**src/design/qgi_pkg.sv**
```systemverilog
// ----------------------------------------------------------------------------
// qgi_pkg
// Shared constants, types and the control store of the gyro integrator.
// ----------------------------------------------------------------------------
package qgi_pkg;

    localparam int QUAT_FRAC_BITS = 30;
    localparam int RATE_FRAC_BITS = 24;

    localparam int DW        = 32;
    localparam int NQ        = 4;
    localparam int NG        = 3;
    localparam int CFG_IDX_W = 3;

    localparam int ACC_W_R = 66 - RATE_FRAC_BITS;
    localparam int ACC_W_Q = 67 - QUAT_FRAC_BITS;
    localparam int ACC_W   = (ACC_W_R > ACC_W_Q) ? ACC_W_R : ACC_W_Q;
    localparam int WB_W    = ACC_W + 2;
    localparam int MUL_W   = DW + 1;
    localparam int PROD_W  = 2 * MUL_W;

    localparam int PROG_LEN = 35;
    localparam int PC_W     = $clog2(PROG_LEN);

    typedef logic signed [DW-1:0] t_word;
    typedef t_word t_quat [NQ];
    typedef t_word t_vec3 [NG];

    localparam logic [CFG_IDX_W-1:0] CFG_HALF_STEP = 3'd0;
    localparam logic [CFG_IDX_W-1:0] CFG_INIT_W    = 3'd1;
    localparam logic [CFG_IDX_W-1:0] CFG_INIT_X    = 3'd2;
    localparam logic [CFG_IDX_W-1:0] CFG_INIT_Y    = 3'd3;
    localparam logic [CFG_IDX_W-1:0] CFG_INIT_Z    = 3'd4;

    localparam logic [DW-1:0] HALF_STEP_RST = 32'd10737418;
    localparam t_word         QUAT_ONE      = t_word'(DW'(1) << QUAT_FRAC_BITS);
    localparam logic signed [ACC_W-1:0] HALF_ONE =
        $signed(ACC_W'(1) << (QUAT_FRAC_BITS - 1));

    // component / axis indexes
    localparam logic [1:0] IW = 2'd0;
    localparam logic [1:0] IX = 2'd1;
    localparam logic [1:0] IY = 2'd2;
    localparam logic [1:0] IZ = 2'd3;
    localparam logic [1:0] GX = 2'd0;
    localparam logic [1:0] GY = 2'd1;
    localparam logic [1:0] GZ = 2'd2;

    // multiplier operand A
    localparam logic [1:0] A_Q  = 2'd0;
    localparam logic [1:0] A_NQ = 2'd1;
    localparam logic [1:0] A_LO = 2'd2;
    localparam logic [1:0] A_HI = 2'd3;
    // multiplier operand B
    localparam logic [1:0] B_GYRO = 2'd0;
    localparam logic [1:0] B_HALF = 2'd1;
    localparam logic [1:0] B_NQ   = 2'd2;
    // product shift
    localparam logic [1:0] SH_RF = 2'd0;
    localparam logic [1:0] SH_QF = 2'd1;
    localparam logic [1:0] SH_32 = 2'd2;
    localparam logic [1:0] SH_0  = 2'd3;
    // accumulator
    localparam logic [2:0] ACC_HOLD  = 3'd0;
    localparam logic [2:0] ACC_LOAD  = 3'd1;
    localparam logic [2:0] ACC_LOADN = 3'd2;
    localparam logic [2:0] ACC_ADD   = 3'd3;
    localparam logic [2:0] ACC_SUB   = 3'd4;
    localparam logic       S_PROD    = 1'b0;
    localparam logic       S_HALF    = 1'b1;
    // writeback
    localparam logic [1:0] WR_NONE = 2'd0;
    localparam logic [1:0] WR_NQ   = 2'd1;
    localparam logic [1:0] WR_GRAV = 2'd2;
    // sequencing
    localparam logic [1:0] JMP_NEXT     = 2'd0;
    localparam logic [1:0] JMP_WAIT_IN  = 2'd1;
    localparam logic [1:0] JMP_WAIT_OUT = 2'd2;

    typedef struct packed {
        logic [1:0]      a_src;
        logic [1:0]      a_idx;
        logic [1:0]      b_src;
        logic [1:0]      b_idx;
        logic [1:0]      sh;
        logic [2:0]      acc_op;
        logic            acc_src;
        logic [1:0]      wr;
        logic [1:0]      wr_idx;
        logic            wr_addq;
        logic            wr_dbl;
        logic [1:0]      jmp;
        logic [PC_W-1:0] tgt;
    } t_uop;

    typedef struct packed {
        t_uop uop;
        logic accept;
        logic commit;
    } t_ctrl;

    function automatic t_uop mk(
        input logic [1:0] a_src,
        input logic [1:0] a_idx,
        input logic [1:0] b_src,
        input logic [1:0] b_idx,
        input logic [1:0] sh,
        input logic [2:0] acc_op,
        input logic       acc_src,
        input logic [1:0] wr,
        input logic [1:0] wr_idx,
        input logic       wr_addq,
        input logic       wr_dbl,
        input logic [1:0] jmp
    );
        t_uop u;
        u.a_src   = a_src;
        u.a_idx   = a_idx;
        u.b_src   = b_src;
        u.b_idx   = b_idx;
        u.sh      = sh;
        u.acc_op  = acc_op;
        u.acc_src = acc_src;
        u.wr      = wr;
        u.wr_idx  = wr_idx;
        u.wr_addq = wr_addq;
        u.wr_dbl  = wr_dbl;
        u.jmp     = jmp;
        u.tgt     = '0;
        return u;
    endfunction

    // Products are issued one step and consumed by the accumulator the next.
    function automatic t_uop uop_rom(input logic [PC_W-1:0] pc);
        t_uop u;
        case (pc)
            // w: -x*gx - y*gy - z*gz
            6'd1:  u = mk(A_Q, IX, B_GYRO, GX, SH_RF, ACC_HOLD,  S_PROD,
                          WR_NONE, IW, 1'b0, 1'b0, JMP_NEXT);
            6'd2:  u = mk(A_Q, IY, B_GYRO, GY, SH_RF, ACC_LOADN, S_PROD,
                          WR_NONE, IW, 1'b0, 1'b0, JMP_NEXT);
            6'd3:  u = mk(A_Q, IZ, B_GYRO, GZ, SH_RF, ACC_SUB,   S_PROD,
                          WR_NONE, IW, 1'b0, 1'b0, JMP_NEXT);
            6'd4:  u = mk(A_Q, IW, B_GYRO, GX, SH_RF, ACC_SUB,   S_PROD,
                          WR_NONE, IW, 1'b0, 1'b0, JMP_NEXT);
            6'd5:  u = mk(A_LO, IW, B_HALF, GX, SH_RF, ACC_HOLD, S_PROD,
                          WR_NONE, IW, 1'b0, 1'b0, JMP_NEXT);
            6'd6:  u = mk(A_HI, IW, B_HALF, GX, SH_32, ACC_LOAD, S_PROD,
                          WR_NONE, IW, 1'b0, 1'b0, JMP_NEXT);
            // x: w*gx - z*gy + y*gz
            6'd7:  u = mk(A_Q, IW, B_GYRO, GX, SH_0,  ACC_ADD,   S_PROD,
                          WR_NONE, IW, 1'b0, 1'b0, JMP_NEXT);
            6'd8:  u = mk(A_Q, IZ, B_GYRO, GY, SH_RF, ACC_LOAD,  S_PROD,
                          WR_NQ,   IW, 1'b1, 1'b0, JMP_NEXT);
            6'd9:  u = mk(A_Q, IY, B_GYRO, GZ, SH_RF, ACC_SUB,   S_PROD,
                          WR_NONE, IW, 1'b0, 1'b0, JMP_NEXT);
            6'd10: u = mk(A_Q, IW, B_GYRO, GX, SH_RF, ACC_ADD,   S_PROD,
                          WR_NONE, IW, 1'b0, 1'b0, JMP_NEXT);
            6'd11: u = mk(A_LO, IW, B_HALF, GX, SH_RF, ACC_HOLD, S_PROD,
                          WR_NONE, IW, 1'b0, 1'b0, JMP_NEXT);
            6'd12: u = mk(A_HI, IW, B_HALF, GX, SH_32, ACC_LOAD, S_PROD,
                          WR_NONE, IW, 1'b0, 1'b0, JMP_NEXT);
            // y: z*gx + w*gy - x*gz
            6'd13: u = mk(A_Q, IZ, B_GYRO, GX, SH_0,  ACC_ADD,   S_PROD,
                          WR_NONE, IW, 1'b0, 1'b0, JMP_NEXT);
            6'd14: u = mk(A_Q, IW, B_GYRO, GY, SH_RF, ACC_LOAD,  S_PROD,
                          WR_NQ,   IX, 1'b1, 1'b0, JMP_NEXT);
            6'd15: u = mk(A_Q, IX, B_GYRO, GZ, SH_RF, ACC_ADD,   S_PROD,
                          WR_NONE, IW, 1'b0, 1'b0, JMP_NEXT);
            6'd16: u = mk(A_Q, IW, B_GYRO, GX, SH_RF, ACC_SUB,   S_PROD,
                          WR_NONE, IW, 1'b0, 1'b0, JMP_NEXT);
            6'd17: u = mk(A_LO, IW, B_HALF, GX, SH_RF, ACC_HOLD, S_PROD,
                          WR_NONE, IW, 1'b0, 1'b0, JMP_NEXT);
            6'd18: u = mk(A_HI, IW, B_HALF, GX, SH_32, ACC_LOAD, S_PROD,
                          WR_NONE, IW, 1'b0, 1'b0, JMP_NEXT);
            // z: -y*gx + x*gy + w*gz
            6'd19: u = mk(A_Q, IY, B_GYRO, GX, SH_0,  ACC_ADD,   S_PROD,
                          WR_NONE, IW, 1'b0, 1'b0, JMP_NEXT);
            6'd20: u = mk(A_Q, IX, B_GYRO, GY, SH_RF, ACC_LOADN, S_PROD,
                          WR_NQ,   IY, 1'b1, 1'b0, JMP_NEXT);
            6'd21: u = mk(A_Q, IW, B_GYRO, GZ, SH_RF, ACC_ADD,   S_PROD,
                          WR_NONE, IW, 1'b0, 1'b0, JMP_NEXT);
            6'd22: u = mk(A_Q, IW, B_GYRO, GX, SH_RF, ACC_ADD,   S_PROD,
                          WR_NONE, IW, 1'b0, 1'b0, JMP_NEXT);
            6'd23: u = mk(A_LO, IW, B_HALF, GX, SH_RF, ACC_HOLD, S_PROD,
                          WR_NONE, IW, 1'b0, 1'b0, JMP_NEXT);
            6'd24: u = mk(A_HI, IW, B_HALF, GX, SH_32, ACC_LOAD, S_PROD,
                          WR_NONE, IW, 1'b0, 1'b0, JMP_NEXT);
            6'd25: u = mk(A_Q, IW, B_GYRO, GX, SH_0,  ACC_ADD,   S_PROD,
                          WR_NONE, IW, 1'b0, 1'b0, JMP_NEXT);
            // gravity z: 2 * (1/2 - x*x - y*y)
            6'd26: u = mk(A_NQ, IX, B_NQ, IX, SH_QF, ACC_LOAD, S_HALF,
                          WR_NQ,   IZ, 1'b1, 1'b0, JMP_NEXT);
            6'd27: u = mk(A_NQ, IY, B_NQ, IY, SH_QF, ACC_SUB,  S_PROD,
                          WR_NONE, IW, 1'b0, 1'b0, JMP_NEXT);
            6'd28: u = mk(A_NQ, IX, B_NQ, IZ, SH_QF, ACC_SUB,  S_PROD,
                          WR_NONE, IW, 1'b0, 1'b0, JMP_NEXT);
            // gravity x: 2 * (x*z - w*y)
            6'd29: u = mk(A_NQ, IW, B_NQ, IY, SH_QF, ACC_LOAD, S_PROD,
                          WR_GRAV, GZ, 1'b0, 1'b1, JMP_NEXT);
            6'd30: u = mk(A_NQ, IW, B_NQ, IX, SH_QF, ACC_SUB,  S_PROD,
                          WR_NONE, IW, 1'b0, 1'b0, JMP_NEXT);
            // gravity y: 2 * (w*x + y*z)
            6'd31: u = mk(A_NQ, IY, B_NQ, IZ, SH_QF, ACC_LOAD, S_PROD,
                          WR_GRAV, GX, 1'b0, 1'b1, JMP_NEXT);
            6'd32: u = mk(A_NQ, IW, B_NQ, IW, SH_QF, ACC_ADD,  S_PROD,
                          WR_NONE, IW, 1'b0, 1'b0, JMP_NEXT);
            6'd33: u = mk(A_NQ, IW, B_NQ, IW, SH_QF, ACC_HOLD, S_PROD,
                          WR_GRAV, GY, 1'b0, 1'b1, JMP_NEXT);
            6'd34: u = mk(A_NQ, IW, B_NQ, IW, SH_QF, ACC_HOLD, S_PROD,
                          WR_NONE, IW, 1'b0, 1'b0, JMP_WAIT_OUT);
            default: u = mk(A_Q, IW, B_GYRO, GX, SH_RF, ACC_HOLD, S_PROD,
                            WR_NONE, IW, 1'b0, 1'b0, JMP_WAIT_IN);
        endcase
        return u;
    endfunction

endpackage

```
**src/design/qgi_if.sv**
```systemverilog
// ----------------------------------------------------------------------------
// qgi_if
// Channel interfaces: gyro input, attitude output and register write.
// ----------------------------------------------------------------------------
interface qgi_in_if;
    import qgi_pkg::*;

    logic  valid;
    logic  ready;
    t_word gyro_x;
    t_word gyro_y;
    t_word gyro_z;
    logic  restart;

    modport source (output valid, gyro_x, gyro_y, gyro_z, restart, input ready);
    modport sink   (input valid, gyro_x, gyro_y, gyro_z, restart, output ready);
endinterface

interface qgi_out_if;
    import qgi_pkg::*;

    logic  valid;
    logic  ready;
    t_word att_w;
    t_word att_x;
    t_word att_y;
    t_word att_z;
    t_word grav_x;
    t_word grav_y;
    t_word grav_z;

    modport source (output valid, att_w, att_x, att_y, att_z,
                    grav_x, grav_y, grav_z, input ready);
    modport sink   (input valid, att_w, att_x, att_y, att_z,
                    grav_x, grav_y, grav_z, output ready);
endinterface

interface qgi_cfg_if;
    import qgi_pkg::*;

    logic                 valid;
    logic                 ready;
    logic [CFG_IDX_W-1:0] index;
    logic [DW-1:0]        data;

    modport source (output valid, index, data, input ready);
    modport sink   (input valid, index, data, output ready);
endinterface

```
**src/design/qgi_seq.sv**
```systemverilog
// ----------------------------------------------------------------------------
// qgi_seq
// Step counter and control store; issues one control word per cycle.
// ----------------------------------------------------------------------------
module qgi_seq (
    input  logic           i_clk,
    input  logic           i_rst_n,
    input  logic           i_in_valid,
    input  logic           i_out_free,
    output logic           o_in_ready,
    output qgi_pkg::t_ctrl o_ctrl
);
    import qgi_pkg::*;

    logic [PC_W-1:0] r_pc;
    logic [PC_W-1:0] n_pc;
    t_uop            uop;
    logic            accept;
    logic            commit;

    assign uop    = uop_rom(r_pc);
    assign accept = (uop.jmp == JMP_WAIT_IN) && i_in_valid;
    assign commit = (uop.jmp == JMP_WAIT_OUT) && i_out_free;

    always_comb begin
        case (uop.jmp)
            JMP_NEXT:     n_pc = r_pc + PC_W'(1);
            JMP_WAIT_IN:  n_pc = accept ? r_pc + PC_W'(1) : r_pc;
            JMP_WAIT_OUT: n_pc = commit ? uop.tgt : r_pc;
            default:      n_pc = r_pc;
        endcase
    end

    always_ff @(posedge i_clk) begin
        if (!i_rst_n) begin
            r_pc <= '0;
        end else begin
            r_pc <= n_pc;
        end
    end

    assign o_in_ready    = (uop.jmp == JMP_WAIT_IN);
    assign o_ctrl.uop    = uop;
    assign o_ctrl.accept = accept;
    assign o_ctrl.commit = commit;

    a_pc_range: assert property (@(posedge i_clk) disable iff (!i_rst_n)
        r_pc < PC_W'(PROG_LEN))
        else $error("step counter past end of program");

    a_commit_wrap: assert property (@(posedge i_clk) disable iff (!i_rst_n)
        commit |=> (r_pc == '0))
        else $error("sequencer did not return to idle after commit");
endmodule

```
**src/design/qgi_dp.sv**
```systemverilog
// ----------------------------------------------------------------------------
// qgi_dp
// Shared multiplier, accumulator and saturating quaternion/gravity writeback.
// ----------------------------------------------------------------------------
module qgi_dp (
    input  logic                     i_clk,
    input  logic                     i_rst_n,
    input  qgi_pkg::t_ctrl           i_ctrl,
    input  qgi_pkg::t_vec3           i_gyro,
    input  logic                     i_restart,
    input  logic [qgi_pkg::DW-1:0]   i_half,
    input  qgi_pkg::t_quat           i_init,
    output qgi_pkg::t_quat           o_nq,
    output qgi_pkg::t_vec3           o_grav
);
    import qgi_pkg::*;

    t_quat                     r_q;
    t_quat                     r_nq;
    t_vec3                     r_grav;
    t_vec3                     r_gyro;
    logic signed [ACC_W-1:0]   r_acc;
    logic signed [ACC_W-1:0]   n_acc;
    logic signed [PROD_W-1:0]  r_prod;

    t_uop                      u;
    logic signed [MUL_W-1:0]   mul_a;
    logic signed [MUL_W-1:0]   mul_b;
    t_word                     gyro_sel;
    logic [5:0]                sh_amt;
    logic signed [PROD_W-1:0]  prod_sh;
    logic signed [ACC_W-1:0]   acc_in;
    logic signed [WB_W-1:0]    wb_q;
    logic signed [WB_W-1:0]    wb_sum;
    logic signed [WB_W-1:0]    wb_val;
    t_word                     wb_sat;

    assign u = i_ctrl.uop;

    always_comb begin
        case (u.b_idx)
            GY:      gyro_sel = r_gyro[1];
            GZ:      gyro_sel = r_gyro[2];
            default: gyro_sel = r_gyro[0];
        endcase
    end

    always_comb begin
        case (u.a_src)
            A_Q:     mul_a = MUL_W'(r_q[u.a_idx]);
            A_NQ:    mul_a = MUL_W'(r_nq[u.a_idx]);
            A_LO:    mul_a = $signed({1'b0, r_acc[DW-1:0]});
            default: mul_a = $signed({{(MUL_W - ACC_W + DW){r_acc[ACC_W-1]}},
                                      r_acc[ACC_W-1:DW]});
        endcase
        case (u.b_src)
            B_GYRO:  mul_b = MUL_W'(gyro_sel);
            B_HALF:  mul_b = $signed({1'b0, i_half});
            default: mul_b = MUL_W'(r_nq[u.b_idx]);
        endcase
    end

    always_comb begin
        case (u.sh)
            SH_RF:   sh_amt = 6'(RATE_FRAC_BITS);
            SH_QF:   sh_amt = 6'(QUAT_FRAC_BITS);
            SH_32:   sh_amt = 6'(DW);
            default: sh_amt = 6'd0;
        endcase
        prod_sh = r_prod >>> sh_amt;
        acc_in  = (u.acc_src == S_HALF) ? HALF_ONE : $signed(prod_sh[ACC_W-1:0]);
        case (u.acc_op)
            ACC_LOAD:  n_acc = acc_in;
            ACC_LOADN: n_acc = -acc_in;
            ACC_ADD:   n_acc = r_acc + acc_in;
            ACC_SUB:   n_acc = r_acc - acc_in;
            default:   n_acc = r_acc;
        endcase
    end

    // writeback: optional old component add, optional doubling, saturate
    always_comb begin
        wb_q   = u.wr_addq ? WB_W'(r_q[u.wr_idx]) : '0;
        wb_sum = WB_W'(r_acc) + wb_q;
        wb_val = u.wr_dbl ? (wb_sum <<< 1) : wb_sum;
        if ((wb_val[WB_W-1:DW-1] == '0) || (wb_val[WB_W-1:DW-1] == '1)) begin
            wb_sat = wb_val[DW-1:0];
        end else if (wb_val[WB_W-1]) begin
            wb_sat = {1'b1, {(DW-1){1'b0}}};
        end else begin
            wb_sat = {1'b0, {(DW-1){1'b1}}};
        end
    end

    always_ff @(posedge i_clk) begin
        r_prod <= mul_a * mul_b;
        r_acc  <= n_acc;
        if (i_ctrl.accept) begin
            r_gyro <= i_gyro;
        end
        if (u.wr == WR_NQ) begin
            r_nq[u.wr_idx] <= wb_sat;
        end
        if (u.wr == WR_GRAV) begin
            case (u.wr_idx)
                GY:      r_grav[1] <= wb_sat;
                GZ:      r_grav[2] <= wb_sat;
                default: r_grav[0] <= wb_sat;
            endcase
        end
    end

    always_ff @(posedge i_clk) begin
        if (!i_rst_n) begin
            r_q[0] <= QUAT_ONE;
            r_q[1] <= '0;
            r_q[2] <= '0;
            r_q[3] <= '0;
        end else if (i_ctrl.accept && i_restart) begin
            r_q <= i_init;
        end else if (i_ctrl.commit) begin
            r_q <= r_nq;
        end
    end

    assign o_nq   = r_nq;
    assign o_grav = r_grav;

    a_restart_load: assert property (@(posedge i_clk) disable iff (!i_rst_n)
        (i_ctrl.accept && i_restart) |=> (r_q[0] == $past(i_init[0])))
        else $error("restart did not reload the initial quaternion");
endmodule

```
**src/design/quaternion_gyro_integrator.sv**
```systemverilog
// ----------------------------------------------------------------------------
// quaternion_gyro_integrator
// First-order quaternion integration of gyro beats with gravity vector out.
// ----------------------------------------------------------------------------
// The result is registered at commit, after the input beat has been taken.
// The 35-word control program time-shares one 33x33 multiplier, so a new
// beat is taken only after the last commits; commit waits while output stalls.
// Reset: quaternion to (1, 0, 0, 0), registers to defaults, output empty.
module quaternion_gyro_integrator (
    input  logic             i_clk,
    input  logic             i_rst_n,
    qgi_in_if.sink           i_in,
    qgi_out_if.source        o_out,
    qgi_cfg_if.sink          i_cfg
);
    import qgi_pkg::*;

    logic [DW-1:0] r_half;
    t_quat         r_init;
    t_quat         r_att;
    t_vec3         r_grav;
    logic          r_out_valid;

    t_ctrl         ctrl;
    t_vec3         gyro;
    t_quat         nq;
    t_vec3         grav;
    logic          out_free;

    assign out_free = !r_out_valid || o_out.ready;
    assign gyro[0]  = i_in.gyro_x;
    assign gyro[1]  = i_in.gyro_y;
    assign gyro[2]  = i_in.gyro_z;

    qgi_seq u_seq (
        .i_clk      (i_clk),
        .i_rst_n    (i_rst_n),
        .i_in_valid (i_in.valid),
        .i_out_free (out_free),
        .o_in_ready (i_in.ready),
        .o_ctrl     (ctrl)
    );

    qgi_dp u_dp (
        .i_clk     (i_clk),
        .i_rst_n   (i_rst_n),
        .i_ctrl    (ctrl),
        .i_gyro    (gyro),
        .i_restart (i_in.restart),
        .i_half    (r_half),
        .i_init    (r_init),
        .o_nq      (nq),
        .o_grav    (grav)
    );

    assign i_cfg.ready = 1'b1;

    always_ff @(posedge i_clk) begin
        if (!i_rst_n) begin
            r_half    <= HALF_STEP_RST;
            r_init[0] <= QUAT_ONE;
            r_init[1] <= '0;
            r_init[2] <= '0;
            r_init[3] <= '0;
        end else if (i_cfg.valid) begin
            case (i_cfg.index)
                CFG_HALF_STEP: r_half    <= i_cfg.data;
                CFG_INIT_W:    r_init[0] <= i_cfg.data;
                CFG_INIT_X:    r_init[1] <= i_cfg.data;
                CFG_INIT_Y:    r_init[2] <= i_cfg.data;
                CFG_INIT_Z:    r_init[3] <= i_cfg.data;
                default: begin
                end
            endcase
        end
    end

    always_ff @(posedge i_clk) begin
        if (!i_rst_n) begin
            r_out_valid <= 1'b0;
        end else if (ctrl.commit) begin
            r_out_valid <= 1'b1;
        end else if (o_out.ready) begin
            r_out_valid <= 1'b0;
        end
    end

    always_ff @(posedge i_clk) begin
        if (ctrl.commit) begin
            r_att  <= nq;
            r_grav <= grav;
        end
    end

    assign o_out.valid  = r_out_valid;
    assign o_out.att_w  = r_att[0];
    assign o_out.att_x  = r_att[1];
    assign o_out.att_y  = r_att[2];
    assign o_out.att_z  = r_att[3];
    assign o_out.grav_x = r_grav[0];
    assign o_out.grav_y = r_grav[1];
    assign o_out.grav_z = r_grav[2];

    a_commit_room: assert property (@(posedge i_clk) disable iff (!i_rst_n)
        ctrl.commit |-> (!r_out_valid || o_out.ready))
        else $error("result committed over an untaken output beat");

    a_accept_gap: assert property (@(posedge i_clk) disable iff (!i_rst_n)
        ctrl.accept |=> (!ctrl.commit && !i_in.ready))
        else $error("sequencer left the integration program too early");
endmodule

```
**src/flat_wrapper.sv**
```systemverilog
// flat-port wrapper written by rule: the top's interface ports become plain ports
module quaternion_gyro_integrator_flat import qgi_pkg::*;
  (i_clk, i_rst_n, i_in_valid, i_in_gyro_x, i_in_gyro_y, i_in_gyro_z, i_in_restart, i_in_ready, o_out_valid, o_out_att_w, o_out_att_x, o_out_att_y, o_out_att_z, o_out_grav_x, o_out_grav_y, o_out_grav_z, o_out_ready, i_cfg_valid, i_cfg_index, i_cfg_data, i_cfg_ready);
  qgi_in_if i_in_i ();
  qgi_out_if o_out_i ();
  qgi_cfg_if i_cfg_i ();
  input  logic i_clk;
  input  logic i_rst_n;
  input wire logic [$bits(i_in_i.valid)-1:0] i_in_valid;
  input wire logic [$bits(i_in_i.gyro_x)-1:0] i_in_gyro_x;
  input wire logic [$bits(i_in_i.gyro_y)-1:0] i_in_gyro_y;
  input wire logic [$bits(i_in_i.gyro_z)-1:0] i_in_gyro_z;
  input wire logic [$bits(i_in_i.restart)-1:0] i_in_restart;
  output wire logic [$bits(i_in_i.ready)-1:0] i_in_ready;
  output wire logic [$bits(o_out_i.valid)-1:0] o_out_valid;
  output wire logic [$bits(o_out_i.att_w)-1:0] o_out_att_w;
  output wire logic [$bits(o_out_i.att_x)-1:0] o_out_att_x;
  output wire logic [$bits(o_out_i.att_y)-1:0] o_out_att_y;
  output wire logic [$bits(o_out_i.att_z)-1:0] o_out_att_z;
  output wire logic [$bits(o_out_i.grav_x)-1:0] o_out_grav_x;
  output wire logic [$bits(o_out_i.grav_y)-1:0] o_out_grav_y;
  output wire logic [$bits(o_out_i.grav_z)-1:0] o_out_grav_z;
  input wire logic [$bits(o_out_i.ready)-1:0] o_out_ready;
  input wire logic [$bits(i_cfg_i.valid)-1:0] i_cfg_valid;
  input wire logic [$bits(i_cfg_i.index)-1:0] i_cfg_index;
  input wire logic [$bits(i_cfg_i.data)-1:0] i_cfg_data;
  output wire logic [$bits(i_cfg_i.ready)-1:0] i_cfg_ready;
  assign i_in_i.valid = i_in_valid;
  assign i_in_i.gyro_x = i_in_gyro_x;
  assign i_in_i.gyro_y = i_in_gyro_y;
  assign i_in_i.gyro_z = i_in_gyro_z;
  assign i_in_i.restart = i_in_restart;
  assign i_in_ready = i_in_i.ready;
  assign o_out_valid = o_out_i.valid;
  assign o_out_att_w = o_out_i.att_w;
  assign o_out_att_x = o_out_i.att_x;
  assign o_out_att_y = o_out_i.att_y;
  assign o_out_att_z = o_out_i.att_z;
  assign o_out_grav_x = o_out_i.grav_x;
  assign o_out_grav_y = o_out_i.grav_y;
  assign o_out_grav_z = o_out_i.grav_z;
  assign o_out_i.ready = o_out_ready;
  assign i_cfg_i.valid = i_cfg_valid;
  assign i_cfg_i.index = i_cfg_index;
  assign i_cfg_i.data = i_cfg_data;
  assign i_cfg_ready = i_cfg_i.ready;
  quaternion_gyro_integrator u_core (.i_clk(i_clk), .i_rst_n(i_rst_n), .i_in(i_in_i), .o_out(o_out_i), .i_cfg(i_cfg_i));
endmodule
```
**config.mk**
```make
export PLATFORM = sky130hd
export DESIGN_NAME = quaternion_gyro_integrator_flat
export DESIGN_NICKNAME = d
export VERILOG_FILES = /design/src/design/qgi_pkg.sv /design/src/design/qgi_if.sv /design/src/design/qgi_seq.sv /design/src/design/qgi_dp.sv /design/src/design/quaternion_gyro_integrator.sv /design/src/flat_wrapper.sv
export SDC_FILE = /design/constraint.sdc
export NUM_CORES = 2
export LEC_CHECK = 0
export ABC_AREA = 1
export BUFFER_PORTS_ARGS = -buffer_cell sky130_fd_sc_hd__buf_2
export CORE_MARGIN = 3
export CORE_UTILIZATION = 45
export DETAILED_ROUTE_END_ITERATION = 8
export GPL_ROUTABILITY_DRIVEN = 0
export HOLD_SLACK_MARGIN = 0.15
export MAX_ROUTING_LAYER = met4
export PLACE_DENSITY = 0.66
export SLEW_MARGIN = 40
export SYNTH_ARGS = -nofsm -noshare
export SYNTH_HDL_FRONTEND = slang
export SYNTH_HIERARCHICAL = 1
export SYNTH_SLANG_ARGS = --single-unit
```
**constraint.sdc**
```tcl
create_clock -name i_clk -period 11.05 [get_ports i_clk]
set_input_delay 2.21 -clock i_clk [delete_from_list [all_inputs] [get_ports i_clk]]
set_output_delay 2.21 -clock i_clk [all_outputs]
set_load 0.01 [all_outputs]
```
==> results.ini <==
[outcome]
outcome=completed

[sta]
finalCriticalPeriod_ns=10.45
tightest_slew_ns=0.996
fin_setup_tns_ns=0
hold_viol_final=0
slew_viol_final=0
final.period_utilization_pct=94.6
finalSetupViolations=0
rsz0062_at_grt=false
fmax_mhz=95.7
fin_skew_ns=0.0903
whs_ns=0.401
maxSlewHeadroom_pct=33.4

[placement]
dp.final_hpwl_um=257000
io_buffers=362

[synthesis]
avgSynthCellArea_um2=8.38
syn_nets=12000
yosysWarnings=6
netlist_area_um2=87200
postSynthCellCount=10400

[clocking]
clk_pin_slew_ns=0.06
clk_path_buf_depth=3
cts.sinks=966
cts_setup_buffers=0
ctsHoldBuffers=0
worstSkewPairLatency_ns=0.76
clock-root-buffer=clkbuf_16
cts_resized=0
numCtsBuffers=98
cts-htree-levels=3
tritoncts=done

[min_path]
min_from=u_core/u_dp/o_grav[42]$_DFFE_PP_
hold_class=reg -> reg
min_to=u_core/o_out.grav_y[10]$_DFFE_PP_
hold-path-cell-count=0

[floorplan]
start_util_pct=45.5
rows=160
design.core.area_um2=191000
dieHeight_um=446
die_area_um2=199000
die_w_um=446
io_pins=364

[drt]
drt_iter0_markers=10900
drcViolationCount=0
drt_first_pass_iters=7
wl_um=330000
ant_nets=0
vias=77100
avgRoutedWirePerCell_um=25.0
via_per_inst=5.84

[global_route]
grt_max_degree=219
overflow=0
grt_pass1_wl_um=487000
grt_pass1_vias=76500
antenna_found_initial=23
grt.total_usage_pct=34.0

[critical_path]
timing.rr.start=u_core/u_seq/uop[25]$_SDFF_PP0_
worst-path-buf-inv=7
cpMaxStageDelayCell=clkinv_1
crit_path_end_kind=register
rr_worst_depth=30
crit_arrival_ns=11.02
crit_path_start_kind=register
timing.rr.end=u_core/u_dp/r_prod[38]$_DFF_P_
critical-path-top-delay-family=adder cells
ff2ff_setup_slack_ns=0.60
path_common_cell=fa_1
path_class=reg -> reg
worst_path_largest_cell_delay_ns=0.83
worstPathRequired_ns=11.62
path_max_fanout=28

[finish]
fin_nets=12200
area_growth_pct=9.60
drive_gt1_share_pct=8.57

[flow_run]
max_cap_violations=0

layer usage:
layer | vias to the layer above | part of all wire, % | track usage [%]
met5 | - | 0 | -
met4 | 0 | 9.3 | 24.5
met3 | 1455 | 13 | 10.0
met1 | 37100 | 35 | 40.5
li1 | 32900 | - | -
met2 | 5563 | 42 | 49.1
worst register-to-register path, delay by kind of cell, from the launching register on:
family                   cells  cell delay [ns]
flip-flops                   1             0.68
AO/OA/AOI/OAI                6             1.10
adder cells (fa/ha/maj)      9             4.35
buffers and inverters        7             1.99
XOR/XNOR                     1             0.28
AND/OR/NAND/NOR              7             1.90
final cells by class:
type / instances / area, µm²
fillers: 18000 / 95800
multi-input cells: 7175 / 53300
flip-flops and latches: 966 / 25200
inverters: 1784 / 6720
repair buffers: 557 / 3660
well taps: 2511 / 3140
clock buffers: 120 / 2660
clock inverters: 64 / 779
diodes: 32 / 80.1
sequential cells by signal, summed over array words and instances (netlist names):
name                 cells
u_core/o_out.grav_z     32
u_core/u_dp/r_gyro      96
u_core/o_out.att_z      32
u_core/u_dp/o_grav      96
u_core/o_out.grav_x     32
u_core/o_out.grav_y     32
u_core/u_dp/r_q        128
u_core/u_dp/r_acc       42
u_core/o_out.att_y      32
u_core/o_out.valid       1
u_core/o_out.att_w      32
u_core/u_dp/o_nq       128
u_core/r_half           32
u_core/u_dp/r_prod      66
u_core/o_out.att_x      32
u_core/u_seq/uop        19
u_core/u_seq/r_pc        6
u_core/r_init          128
cell usage in the layout, fill, tap and decap left out, types with 17 or more instances in the layout:
cell and instances:
inv_1 1720, buf_4 166, xnor2_1 45, edfxtp_1 586
o21bai_1 22, clkinv_1 37, o221ai_1 18, nor2_4 23
or2_2 22, ha_1 315, nor2_2 27, nand3_1 469
xor2_1 85, a21o_1 17, o21ai_0 557, nand2_1 2285
a22o_1 30, nand4_1 42, nor2_1 1204, clkinv_2 26
a21oi_1 374, nor3_1 27, inv_2 29, buf_2 361
nand2_2 28, clkbuf_16 100, diode_2 32, o211ai_1 107
dfxtp_1 374, fa_1 1147, a31oi_1 164
per-stage QoR:
stage | setup slack, ns | std cells | util (%) | area [µm²]
floorplan | 2.04 | 10400 | - | 87200
global placement | 0.851 | 13000 | 47.8 | 91600
detailed placement | 1.09 | 13000 | 48.0 | 91900
CTS | 1.03 | 13200 | 49.8 | 95400
global route | 0.302 | 13200 | 49.9 | 95500
finish | 0.600 | 13200 | 49.9 | 95500
worst max path at each step:
stage                                               start  cells past startpoint  slack (ns)                              to
after CTS                 u_core/u_seq/uop[21]$_SDFF_PP0_                     34        1.03  u_core/u_dp/r_prod[38]$_DFF_P_
after global placement    u_core/u_seq/uop[21]$_SDFF_PP0_                     29        0.85  u_core/u_dp/r_prod[38]$_DFF_P_
after floorplan           u_core/u_seq/uop[20]$_SDFF_PP0_                     34        2.04  u_core/u_dp/r_prod[64]$_DFF_P_
after detailed placement  u_core/u_seq/uop[25]$_SDFF_PP0_                     30        1.09  u_core/u_dp/r_prod[38]$_DFF_P_
final                     u_core/u_seq/uop[25]$_SDFF_PP0_                     30        0.60  u_core/u_dp/r_prod[38]$_DFF_P_
after global routing      u_core/u_seq/uop[21]$_SDFF_PP0_                     32        0.30  u_core/u_dp/r_prod[38]$_DFF_P_
Power is left out: the tool's default activity adds up to more than one toggle a clock period on the data nets, which glitch-free logic cannot reach.
